`src/rtl/core/fifo_queued_mutex_unit_core_defines.svh`:
```
// ----------------------------------------------------------------------------
// fifo queued mutex unit: assertion macros
// concurrent check macros, empty when SYNTHESIS is defined
// ----------------------------------------------------------------------------
`ifndef FIFO_QUEUED_MUTEX_UNIT_CORE_DEFINES_SVH
`define FIFO_QUEUED_MUTEX_UNIT_CORE_DEFINES_SVH

`ifndef SYNTHESIS
// antecedent implies consequent on the same edge
`define FQM_ASSERT_IMPLY(lbl, clk, rstn, ante, cons) \
    lbl: assert property (@(posedge clk) disable iff (!rstn) (ante) |-> (cons)) \
        else $error("fqm implication check failed");
// expression holds on every edge out of reset
`define FQM_ASSERT_ALWAYS(lbl, clk, rstn, expr) \
    lbl: assert property (@(posedge clk) disable iff (!rstn) (expr)) \
        else $error("fqm invariant check failed");
`else
`define FQM_ASSERT_IMPLY(lbl, clk, rstn, ante, cons)
`define FQM_ASSERT_ALWAYS(lbl, clk, rstn, expr)
`endif

`endif

```
`src/rtl/core/fqm_pkg.sv`:
```
// ----------------------------------------------------------------------------
// fqm_pkg
// shared types, codes and sizes of the fifo queued mutex unit
// ----------------------------------------------------------------------------
package fqm_pkg;

    localparam int QUEUE_DEPTH = 16;
    localparam int ID_BITS     = 8;
    localparam int ID_W        = 8;
    localparam int MODE_W      = 3;
    localparam int COUNT_W     = $clog2(QUEUE_DEPTH + 1);
    localparam int IDX_W       = $clog2(QUEUE_DEPTH);
    localparam int CMDQ_DEPTH  = 2;
    localparam int CMDQ_PTR_W  = $clog2(CMDQ_DEPTH);
    localparam int CMDQ_CNT_W  = $clog2(CMDQ_DEPTH + 1);

    localparam logic [ID_W-1:0] ID_MASK = ID_W'((32'd1 << ID_BITS) - 32'd1);

    // request mode codes as they arrive on the stream
    localparam logic [MODE_W-1:0] MODE_LOCK   = 3'd0;
    localparam logic [MODE_W-1:0] MODE_TRY    = 3'd1;
    localparam logic [MODE_W-1:0] MODE_UNLOCK = 3'd2;
    localparam logic [MODE_W-1:0] MODE_CANCEL = 3'd3;
    localparam logic [MODE_W-1:0] MODE_REMOVE = 3'd4;

    typedef enum logic [2:0] {
        OP_LOCK,
        OP_TRY,
        OP_UNLOCK,
        OP_CANCEL,
        OP_REMOVE,
        OP_STATUS
    } op_t;

    typedef enum logic [1:0] {
        ACT_GRANT       = 2'd0,
        ACT_CANCEL_WAKE = 2'd1,
        ACT_MARK        = 2'd2,
        ACT_STATUS      = 2'd3
    } action_t;

    typedef enum logic [2:0] {
        ST_IDLE,
        ST_PRE,
        ST_DRAIN,
        ST_SCAN,
        ST_SETTLE,
        ST_FINAL
    } back_state_t;

    typedef struct packed {
        op_t             op;
        logic [ID_W-1:0] req;
    } cmd_t;

    typedef struct packed {
        logic valid;
        cmd_t cmd;
    } cmd_push_t;

    typedef struct packed {
        logic valid;
        cmd_t cmd;
    } cmd_head_t;

    typedef struct packed {
        action_t            action;
        logic [ID_W-1:0]    target_id;
        logic               success;
        logic               overflow;
        logic               locked;
        logic [COUNT_W-1:0] wait_count;
        logic               cancelled;
        logic               last;
    } result_t;

endpackage

```
`src/rtl/core/fifo_queued_mutex_unit_core.sv`:
```
// a request goes through command queue, engine state and output register to its first result
// lock, try-lock, status, plain unlock: a status result, after a grant or mark if one goes out
// cancel wakes each of N waiters, owner unlock while cancelled sends a mark and then the wakes
// one wake a cycle unless the output stalls; remove walks the wait queue one entry a cycle
// the 2-entry command queue takes new requests while the engine is busy
// reset (aresetn low, synchronous): unlocked, no waiters, cancel flag clear, outputs idle
// ----------------------------------------------------------------------------
// fifo_queued_mutex_unit_core
// hardware lock with owner, fifo of waiters and a sticky cancel flag
// ----------------------------------------------------------------------------
`include "fifo_queued_mutex_unit_core_defines.svh"

module fifo_queued_mutex_unit_core (
    input  logic        aclk,
    input  logic        aresetn,
    // request channel
    input  logic        s_tvalid,
    output logic        s_tready,
    input  logic [15:0] s_tdata,   // mode[2:0], requester_id[10:3], zero pad
    // result channel
    output logic        m_tvalid,
    input  logic        m_tready,
    output logic [23:0] m_tdata,   // action[1:0], target_id[9:2], success[10],
                                   // overflow[11], locked[12], wait_count[17:13],
                                   // cancelled[18], zero pad
    output logic        m_tlast
);
    import fqm_pkg::*;

    cmd_push_t push;
    cmd_head_t head;
    logic      queue_full;
    logic      pop;
    result_t   res;
    logic      out_status;
    logic      out_grant;
    logic      out_wake;
    logic      count_ok;

    // front end: decode and mask the request
    fqm_front u_front (
        .s_tvalid     (s_tvalid),
        .s_tready     (s_tready),
        .mode         (s_tdata[2:0]),
        .requester_id (s_tdata[10:3]),
        .queue_full   (queue_full),
        .push         (push)
    );

    // decoupling queue between the front end and the lock engine
    fqm_cmd_queue u_cmd_queue (
        .aclk    (aclk),
        .aresetn (aresetn),
        .push    (push),
        .full    (queue_full),
        .pop     (pop),
        .head    (head)
    );

    // lock engine with registered result output
    fqm_back u_back (
        .aclk     (aclk),
        .aresetn  (aresetn),
        .head     (head),
        .pop      (pop),
        .m_valid  (m_tvalid),
        .m_ready  (m_tready),
        .m_result (res)
    );

    // result packing, first field in the low bits
    assign m_tdata = {5'd0, res.cancelled, res.wait_count, res.locked, res.overflow,
                      res.success, res.target_id, res.action};
    assign m_tlast = res.last;

    // result kind decode for the checks below
    assign out_status = (res.action == ACT_STATUS);
    assign out_grant  = m_tvalid && (res.action == ACT_GRANT);
    assign out_wake   = m_tvalid && (res.action == ACT_CANCEL_WAKE);
    assign count_ok   = !m_tvalid || (res.wait_count <= COUNT_W'(QUEUE_DEPTH));

    // the final status transaction and only that one closes a request
    `FQM_ASSERT_IMPLY(a_last_is_status, aclk, aresetn, m_tvalid, m_tlast == out_status)
    // a grant always leaves the lock owned
    `FQM_ASSERT_IMPLY(a_grant_locked, aclk, aresetn, out_grant, res.locked)
    // cancel wakes only come out of a drain: queue empty and flag set
    `FQM_ASSERT_IMPLY(a_wake_drained, aclk, aresetn, out_wake, res.cancelled && res.wait_count == '0)
    // a reported waiter count never exceeds the queue size
    `FQM_ASSERT_ALWAYS(a_count_bound, aclk, aresetn, count_ok)

endmodule

```
`src/rtl/core/fqm_front.sv`:
```
// ----------------------------------------------------------------------------
// fqm_front
// takes requests off the input stream and decodes them into commands
// ----------------------------------------------------------------------------
module fqm_front (
    input  logic                      s_tvalid,
    output logic                      s_tready,
    input  logic [fqm_pkg::MODE_W-1:0] mode,
    input  logic [fqm_pkg::ID_W-1:0]  requester_id,
    input  logic                      queue_full,
    output fqm_pkg::cmd_push_t        push
);
    import fqm_pkg::*;

    op_t op;

    // unused mode codes fall back to a status query
    always_comb begin
        unique case (mode)
            MODE_LOCK:   op = OP_LOCK;
            MODE_TRY:    op = OP_TRY;
            MODE_UNLOCK: op = OP_UNLOCK;
            MODE_CANCEL: op = OP_CANCEL;
            MODE_REMOVE: op = OP_REMOVE;
            default:     op = OP_STATUS;
        endcase
    end

    assign s_tready     = !queue_full;
    assign push.valid   = s_tvalid && !queue_full;
    assign push.cmd.op  = op;
    assign push.cmd.req = requester_id & ID_MASK;

endmodule

```
`src/rtl/core/fqm_cmd_queue.sv`:
```
// ----------------------------------------------------------------------------
// fqm_cmd_queue
// short command queue between the decode front and the lock engine
// ----------------------------------------------------------------------------
module fqm_cmd_queue (
    input  logic               aclk,
    input  logic               aresetn,
    input  fqm_pkg::cmd_push_t push,
    output logic               full,
    input  logic               pop,
    output fqm_pkg::cmd_head_t head
);
    import fqm_pkg::*;

    cmd_t                  entry_reg [CMDQ_DEPTH];
    logic [CMDQ_PTR_W-1:0] wr_ptr_reg, wr_ptr_next;
    logic [CMDQ_PTR_W-1:0] rd_ptr_reg, rd_ptr_next;
    logic [CMDQ_CNT_W-1:0] cnt_reg, cnt_next;
    logic                  do_pop;

    assign full       = (cnt_reg == CMDQ_CNT_W'(CMDQ_DEPTH));
    assign head.valid = (cnt_reg != '0);
    assign head.cmd   = entry_reg[rd_ptr_reg];
    assign do_pop     = pop && head.valid;

    always_comb begin
        wr_ptr_next = push.valid ? wr_ptr_reg + 1'b1 : wr_ptr_reg;
        rd_ptr_next = do_pop ? rd_ptr_reg + 1'b1 : rd_ptr_reg;
        cnt_next    = cnt_reg;
        if (push.valid && !do_pop) begin
            cnt_next = cnt_reg + 1'b1;
        end else if (!push.valid && do_pop) begin
            cnt_next = cnt_reg - 1'b1;
        end
    end

    always_ff @(posedge aclk) begin
        if (!aresetn) begin
            wr_ptr_reg <= '0;
            rd_ptr_reg <= '0;
            cnt_reg    <= '0;
        end else begin
            wr_ptr_reg <= wr_ptr_next;
            rd_ptr_reg <= rd_ptr_next;
            cnt_reg    <= cnt_next;
        end
    end

    always_ff @(posedge aclk) begin
        if (push.valid) begin
            entry_reg[wr_ptr_reg] <= push.cmd;
        end
    end

endmodule

```
`src/rtl/core/fqm_back.sv`:
```
// ----------------------------------------------------------------------------
// fqm_back
// lock engine: owner, wait queue and cancel flag, emits result transactions
// ----------------------------------------------------------------------------
module fqm_back (
    input  logic               aclk,
    input  logic               aresetn,
    input  fqm_pkg::cmd_head_t head,
    output logic               pop,
    output logic               m_valid,
    input  logic               m_ready,
    output fqm_pkg::result_t   m_result
);
    import fqm_pkg::*;

    back_state_t        state_reg, state_next;
    logic               owner_valid_reg, owner_valid_next;
    logic [ID_W-1:0]    owner_id_reg, owner_id_next;
    logic [COUNT_W-1:0] count_reg, count_next;
    logic               cancel_reg, cancel_next;
    logic [ID_W-1:0]    q_reg [QUEUE_DEPTH];

    logic [ID_W-1:0]    cur_req_reg, cur_req_next;
    logic               succ_reg, succ_next;
    logic               ovf_reg, ovf_next;
    action_t            pre_action_reg, pre_action_next;
    logic [ID_W-1:0]    pre_target_reg, pre_target_next;
    logic               drain_pend_reg, drain_pend_next;
    logic [COUNT_W-1:0] idx_reg, idx_next;
    logic [COUNT_W-1:0] drain_n_reg, drain_n_next;

    logic               out_valid_reg, out_valid_next;
    result_t            out_data_reg, out_data_next;

    logic               q_wr_en;
    logic [ID_W-1:0]    q_wr_data;
    logic               q_shift_en;
    logic [IDX_W-1:0]   q_shift_pos;

    logic               out_free;
    logic               emit;
    result_t            emit_data;
    logic               own_match;
    logic               q_empty;
    logic               q_full;
    logic [ID_W-1:0]    q_rd;
    logic               scan_end;
    logic               scan_hit;

    assign out_free  = !out_valid_reg || m_ready;
    assign own_match = owner_valid_reg && (owner_id_reg == head.cmd.req);
    assign q_empty   = (count_reg == '0);
    assign q_full    = (count_reg == COUNT_W'(QUEUE_DEPTH));
    assign q_rd      = q_reg[idx_reg[IDX_W-1:0]];
    assign scan_end  = (idx_reg == count_reg);
    assign scan_hit  = !scan_end && (q_rd == cur_req_reg);

    // next state
    always_comb begin
        state_next = state_reg;
        unique case (state_reg)
            ST_IDLE: begin
                if (head.valid) begin
                    unique case (head.cmd.op)
                        OP_LOCK:   state_next = owner_valid_reg ? ST_FINAL : ST_PRE;
                        OP_UNLOCK: state_next = (cancel_reg || (own_match && !q_empty))
                                                ? ST_PRE : ST_FINAL;
                        OP_CANCEL: state_next = q_empty ? ST_FINAL : ST_DRAIN;
                        OP_REMOVE: state_next = ST_SCAN;
                        default:   state_next = ST_FINAL;
                    endcase
                end
            end
            ST_PRE: begin
                if (out_free) begin
                    state_next = drain_pend_reg ? ST_DRAIN : ST_FINAL;
                end
            end
            ST_DRAIN: begin
                if (out_free && (idx_reg + 1'b1 == drain_n_reg)) begin
                    state_next = ST_FINAL;
                end
            end
            ST_SCAN: begin
                if (scan_end || scan_hit) begin
                    state_next = ST_SETTLE;
                end
            end
            ST_SETTLE: begin
                state_next = (!owner_valid_reg && !q_empty) ? ST_PRE : ST_FINAL;
            end
            ST_FINAL: begin
                if (out_free) begin
                    state_next = ST_IDLE;
                end
            end
            default: state_next = ST_IDLE;
        endcase
    end

    // datapath and emission control
    always_comb begin
        owner_valid_next = owner_valid_reg;
        owner_id_next    = owner_id_reg;
        count_next       = count_reg;
        cancel_next      = cancel_reg;
        cur_req_next     = cur_req_reg;
        succ_next        = succ_reg;
        ovf_next         = ovf_reg;
        pre_action_next  = pre_action_reg;
        pre_target_next  = pre_target_reg;
        drain_pend_next  = drain_pend_reg;
        idx_next         = idx_reg;
        drain_n_next     = drain_n_reg;
        q_wr_en          = 1'b0;
        q_wr_data        = head.cmd.req;
        q_shift_en       = 1'b0;
        q_shift_pos      = '0;
        pop              = 1'b0;
        emit             = 1'b0;
        emit_data        = '0;

        // status fields already hold the values after the whole request
        emit_data.locked     = owner_valid_reg;
        emit_data.wait_count = count_reg;
        emit_data.cancelled  = cancel_reg;

        unique case (state_reg)
            ST_IDLE: begin
                if (head.valid) begin
                    pop             = 1'b1;
                    cur_req_next    = head.cmd.req;
                    succ_next       = 1'b0;
                    ovf_next        = 1'b0;
                    drain_pend_next = 1'b0;
                    idx_next        = '0;
                    drain_n_next    = count_reg;
                    pre_action_next = ACT_GRANT;
                    pre_target_next = head.cmd.req;
                    unique case (head.cmd.op)
                        OP_LOCK: begin
                            if (!owner_valid_reg) begin
                                owner_valid_next = 1'b1;
                                owner_id_next    = head.cmd.req;
                            end else if (q_full) begin
                                ovf_next = 1'b1;
                            end else begin
                                q_wr_en    = 1'b1;
                                count_next = count_reg + 1'b1;
                            end
                        end
                        OP_TRY: begin
                            if (!owner_valid_reg) begin
                                owner_valid_next = 1'b1;
                                owner_id_next    = head.cmd.req;
                                succ_next        = 1'b1;
                            end
                        end
                        OP_UNLOCK: begin
                            if (!own_match) begin
                                pre_action_next = ACT_MARK;
                            end else if (cancel_reg) begin
                                pre_action_next  = ACT_MARK;
                                pre_target_next  = owner_id_reg;
                                drain_pend_next  = !q_empty;
                                count_next       = '0;
                                owner_valid_next = 1'b0;
                                owner_id_next    = '0;
                            end else if (!q_empty) begin
                                // hand over to the head of the queue
                                owner_id_next   = q_reg[0];
                                pre_target_next = q_reg[0];
                                q_shift_en      = 1'b1;
                                count_next      = count_reg - 1'b1;
                            end else begin
                                owner_valid_next = 1'b0;
                                owner_id_next    = '0;
                            end
                        end
                        OP_CANCEL: begin
                            cancel_next = 1'b1;
                            count_next  = '0;
                        end
                        default: begin
                        end
                    endcase
                end
            end
            ST_PRE: begin
                emit                = 1'b1;
                emit_data.action    = pre_action_reg;
                emit_data.target_id = pre_target_reg;
            end
            ST_DRAIN: begin
                // entries stay in place until the next write, count is already zero
                emit                = 1'b1;
                emit_data.action    = ACT_CANCEL_WAKE;
                emit_data.target_id = q_rd;
                if (out_free) begin
                    idx_next = idx_reg + 1'b1;
                end
            end
            ST_SCAN: begin
                if (scan_hit) begin
                    q_shift_en  = 1'b1;
                    q_shift_pos = idx_reg[IDX_W-1:0];
                    count_next  = count_reg - 1'b1;
                    succ_next   = 1'b1;
                end else if (!scan_end) begin
                    idx_next = idx_reg + 1'b1;
                end
            end
            ST_SETTLE: begin
                if (!owner_valid_reg && !q_empty) begin
                    owner_valid_next = 1'b1;
                    owner_id_next    = q_reg[0];
                    pre_action_next  = ACT_GRANT;
                    pre_target_next  = q_reg[0];
                    q_shift_en       = 1'b1;
                    count_next       = count_reg - 1'b1;
                end
            end
            ST_FINAL: begin
                emit                = 1'b1;
                emit_data.action    = ACT_STATUS;
                emit_data.target_id = cur_req_reg;
                emit_data.success   = succ_reg;
                emit_data.overflow  = ovf_reg;
                emit_data.last      = 1'b1;
            end
            default: begin
            end
        endcase
    end

    // output register
    always_comb begin
        out_data_next  = out_data_reg;
        out_valid_next = out_valid_reg && !m_ready;
        if (emit && out_free) begin
            out_valid_next = 1'b1;
            out_data_next  = emit_data;
        end
    end

    always_ff @(posedge aclk) begin
        if (!aresetn) begin
            state_reg       <= ST_IDLE;
            owner_valid_reg <= 1'b0;
            owner_id_reg    <= '0;
            count_reg       <= '0;
            cancel_reg      <= 1'b0;
            out_valid_reg   <= 1'b0;
        end else begin
            state_reg       <= state_next;
            owner_valid_reg <= owner_valid_next;
            owner_id_reg    <= owner_id_next;
            count_reg       <= count_next;
            cancel_reg      <= cancel_next;
            out_valid_reg   <= out_valid_next;
        end
    end

    always_ff @(posedge aclk) begin
        cur_req_reg    <= cur_req_next;
        succ_reg       <= succ_next;
        ovf_reg        <= ovf_next;
        pre_action_reg <= pre_action_next;
        pre_target_reg <= pre_target_next;
        drain_pend_reg <= drain_pend_next;
        idx_reg        <= idx_next;
        drain_n_reg    <= drain_n_next;
        out_data_reg   <= out_data_next;
    end

    // wait queue, head at entry zero; removal closes the gap in one step
    always_ff @(posedge aclk) begin
        if (q_wr_en) begin
            q_reg[count_reg[IDX_W-1:0]] <= q_wr_data;
        end
        if (q_shift_en) begin
            for (int m = 0; m < QUEUE_DEPTH - 1; m++) begin
                if (IDX_W'(m) >= q_shift_pos) begin
                    q_reg[m] <= q_reg[m+1];
                end
            end
        end
    end

    assign m_valid  = out_valid_reg;
    assign m_result = out_data_reg;

endmodule
```
`config.mk`:
```
export PLATFORM = sky130hd
export DESIGN_NAME = fifo_queued_mutex_unit_core
export DESIGN_NICKNAME = d
export VERILOG_FILES = /design/src/rtl/core/fqm_pkg.sv /design/src/rtl/core/fifo_queued_mutex_unit_core.sv /design/src/rtl/core/fqm_front.sv /design/src/rtl/core/fqm_cmd_queue.sv /design/src/rtl/core/fqm_back.sv
export VERILOG_INCLUDE_DIRS = /design/src /design/src/rtl/core
export SDC_FILE = /design/constraint.sdc
export NUM_CORES = 1
export LEC_CHECK = 0
export ABC_AREA = 1
export BUFFER_PORTS_ARGS = -buffer_cell sky130_fd_sc_hd__buf_2
export CAP_MARGIN = 25
export CORE_MARGIN = 3
export CORE_UTILIZATION = 56
export CTS_CLUSTER_SIZE = 30
export DETAILED_ROUTE_END_ITERATION = 10
export HOLD_SLACK_MARGIN = 0.06
export PLACE_DENSITY = 0.84
export SYNTH_ARGS = -nofsm -noshare
export SYNTH_HDL_FRONTEND = slang
export SYNTH_SLANG_ARGS = --single-unit
```
`constraint.sdc`:
```
create_clock -name aclk -period 3.46 [get_ports aclk]
set_input_delay 0.173 -clock aclk [delete_from_list [all_inputs] [get_ports aclk]]
set_output_delay 0.173 -clock aclk [all_outputs]
set_load 0.03 [all_outputs]
```
==> results.cfg <==
[outcome]
status = complete, no violations

[worst_setup_path]
endpoint_kind = flip-flop
required_ps = 3680
rrSetupSlack_ps = 220
start_kind = flip-flop
criticalPathCategory = reg -> reg
arrival_ps = 3460
critPathMaxFanout = 19

[clocking]
clk-insertion-delay-late_ps = 520
cts_buffers = 24
path_clk_slew_ps = 60
cts.path.max_buffers = 3
cts_sinks = 228
cts_setup_buffers = 0
cts_tree = built
htree_levels = 1
root_buffer = clkbuf_16

[power]
ir_drop_uv = 549
leakagePower_nw = 5.85
powerDensity_nw_per_um2 = 1000

[sta]
post-route-min-period_ps = 3240
relSlewSlack_pct = 32.5
fin_skew_ps = 15.6
drv_slew = 0
fin_crit_sh_pct = 93.5
finalSetupViolCount = 0
final_hold_viol_count = 0
tightest_slew_ps = 1010
clock.fmax_mhz = 309
grt_setup_unrepaired = true

[detailed_routing]
first_pass_iters = 6
drt_iter0_markers = 1476
vias = 10700
ant_nets = 0
post-route-drc-count = 0
wirelength_um = 34100
vias_per_cell = 5.91
wl_per_cell_um = 18.8

[final_layout]
fin_nets = 1547
mostFrequentLayoutCells = nand2_1, edfxtp_1, nand3_1
final_common_cell = nand2_1
layout-drive-gt1-share_pct = 10.6
n_fill_cell = 1658
largest_reg_flops = 128
utilization_pct = 65.2
area_delta_synth_final_pct = 13.7
stdcell_area_um2 = 13800

[placement]
port_buffers = 36
dp_hpwl_um = 23200
dpl-instance-area_um2 = 12900
gp_congestion = 0.985

[synthesis]
synth_ff_type = edfxtp_1
yosysWarnings = 0
yosysSeqAreaShare_pct = 54.1
synth_cell_types = 40
syn_avg_cell_area_um2 = 8.41
synth_edf_count = 200
yosys_register_bits = 228
synth_cells = 1443
syn_area_um2 = 12100
async_flop_share_pct = 0

[global_routing]
overflow = 0
grt_pass1_vias = 9924
grt_usage_pct = 28.2
antenna_found_initial = 2
grt_max_degree = 74
grt_pass1_wl_um = 52900

[die]
core_area_um2 = 21200
io_pins = 47
start_util_pct = 57.3
core.rowCount = 53
die-area_um2 = 23500
die-height_um = 153
die_w_um = 153

[worst_hold_path]
hold_class = in -> reg

[run]
max-cap-violations = 0
==> worst max-delay path: stages, from the launching register on <==
cell      delay [ps]
dfxtp_2          430
inv_4            150
buf_4            190
nand2_1           60
nand3_1           70
nand3_1          130
nand3_1          200
nand2_1          160
nand2_1           60
nand2_1           60
nand2_1          100
nor2_4           230
nand3_2          200
nand2_4          170
buf_4            210
o21ai_2          150
o211ai_1         140
buf_4            220
==> metrics by stage <==
step	hold WS, ps	TNS [ps]	instances	power [W]	setup WS, ps
final	101	0	1812	0.0138	224
after global routing	171	-36.3	1811	0.0147	-4.66
after CTS	88.9	0	1810	0.0136	266
after detailed placement	364	0	1754	0.0112	275
after global placement	362	0	1754	0.0110	356
after floorplan	272	0	1447	0.00911	89.5
==> final timing paths <==
| check | cells after the start | endpoint | from |
|---|---|---|---|
| min reg2reg | 1 | u_cmd_queue.rd_ptr_reg$_SDFFE_PN0P_ | u_cmd_queue.rd_ptr_reg$_SDFFE_PN0P_ |
| max reg2reg | 17 | u_back.q_reg[12][7]$_DFFE_PP_ | flip-flop |
| max | 17 | u_back.q_reg[12][7]$_DFFE_PP_ | flip-flop |
| min | 5 | u_cmd_queue.wr_ptr_reg$_SDFFE_PN0P_ | s_tvalid |
==> cells by family (layout without fill, tap and decap cells) <==
| kind of cell | count (synthesis) | in the layout | share of synthesized area, % |
|---|---|---|---|
| xor gates and xnor gates | 18 | 18 | 1.30 |
| buffers and inverters | 233 | 322 | 7.93 |
| AOI/OAI and AO/OA | 221 | 221 | 10.5 |
| other | 1 | 6 | 0.0309 |
| DFF | 228 | 228 | 54.1 |
| and+or+nand+nor | 735 | 735 | 25.4 |
| adders and majority gates | 7 | 7 | 0.722 |
==> synth_stat cells (all sizes together), types with 2 or more instances <==
master,n,area [um^2]
a21oi,31,155
buf,45,256
clkbuf,25,93.8
clkinv,2,7.51
dfxtp,28,561
edfxtp,200,6010
ha,7,87.6
inv,161,604
nand2,468,1780
nand3,161,823
nand4,10,75.1
nor2,85,347
nor3,11,55.1
o211ai,34,260
o21a,5,37.5
o21ai,132,668
o221ai,8,70.1
o22ai,5,31.3
xnor2,6,52.6
xor2,12,105
==> final cells by class <==
cell class                 instances  area (um^2)  share of cell area (%)
antenna                            1         2.50                  0.0181
multi-input combinational        986         4620                    33.5
clock inverter                    10         70.1                   0.508
inverter                         163          614                    4.45
clock buffer                      32          652                    4.72
tap                              275          344                    2.49
sequential                       228         6570                    47.6
timing repair buffer             117          928                    6.73
==> where the power goes <==
part | leakage, nW | internal, W | switching (W)
sequential | 2.08 | 0.00439 | 0.000468
clock | 0.348 | 0.00139 | 0.00104
combinational | 3.43 | 0.00201 | 0.00454
total | 5.85 | 0.00778 | 0.00605
==> metal layers <==
layer	track usage, %	vias to the layer above	part of all wire (%)
met3	6.17	139	11
li1	-	4970	-
met5	0	-	0
met4	11.6	0	4.8
met1	38.8	4929	39
met2	43.9	671	45
==> timing repair <==
action | CTS | global route
hold endpoints to repair | 26 | 0
hold buffers | 14 | 0
endpoints found under the setup margin | 0 | 18
resized for setup | 0 | 2
No activity file was read; power rests on OpenSTA's default activity.
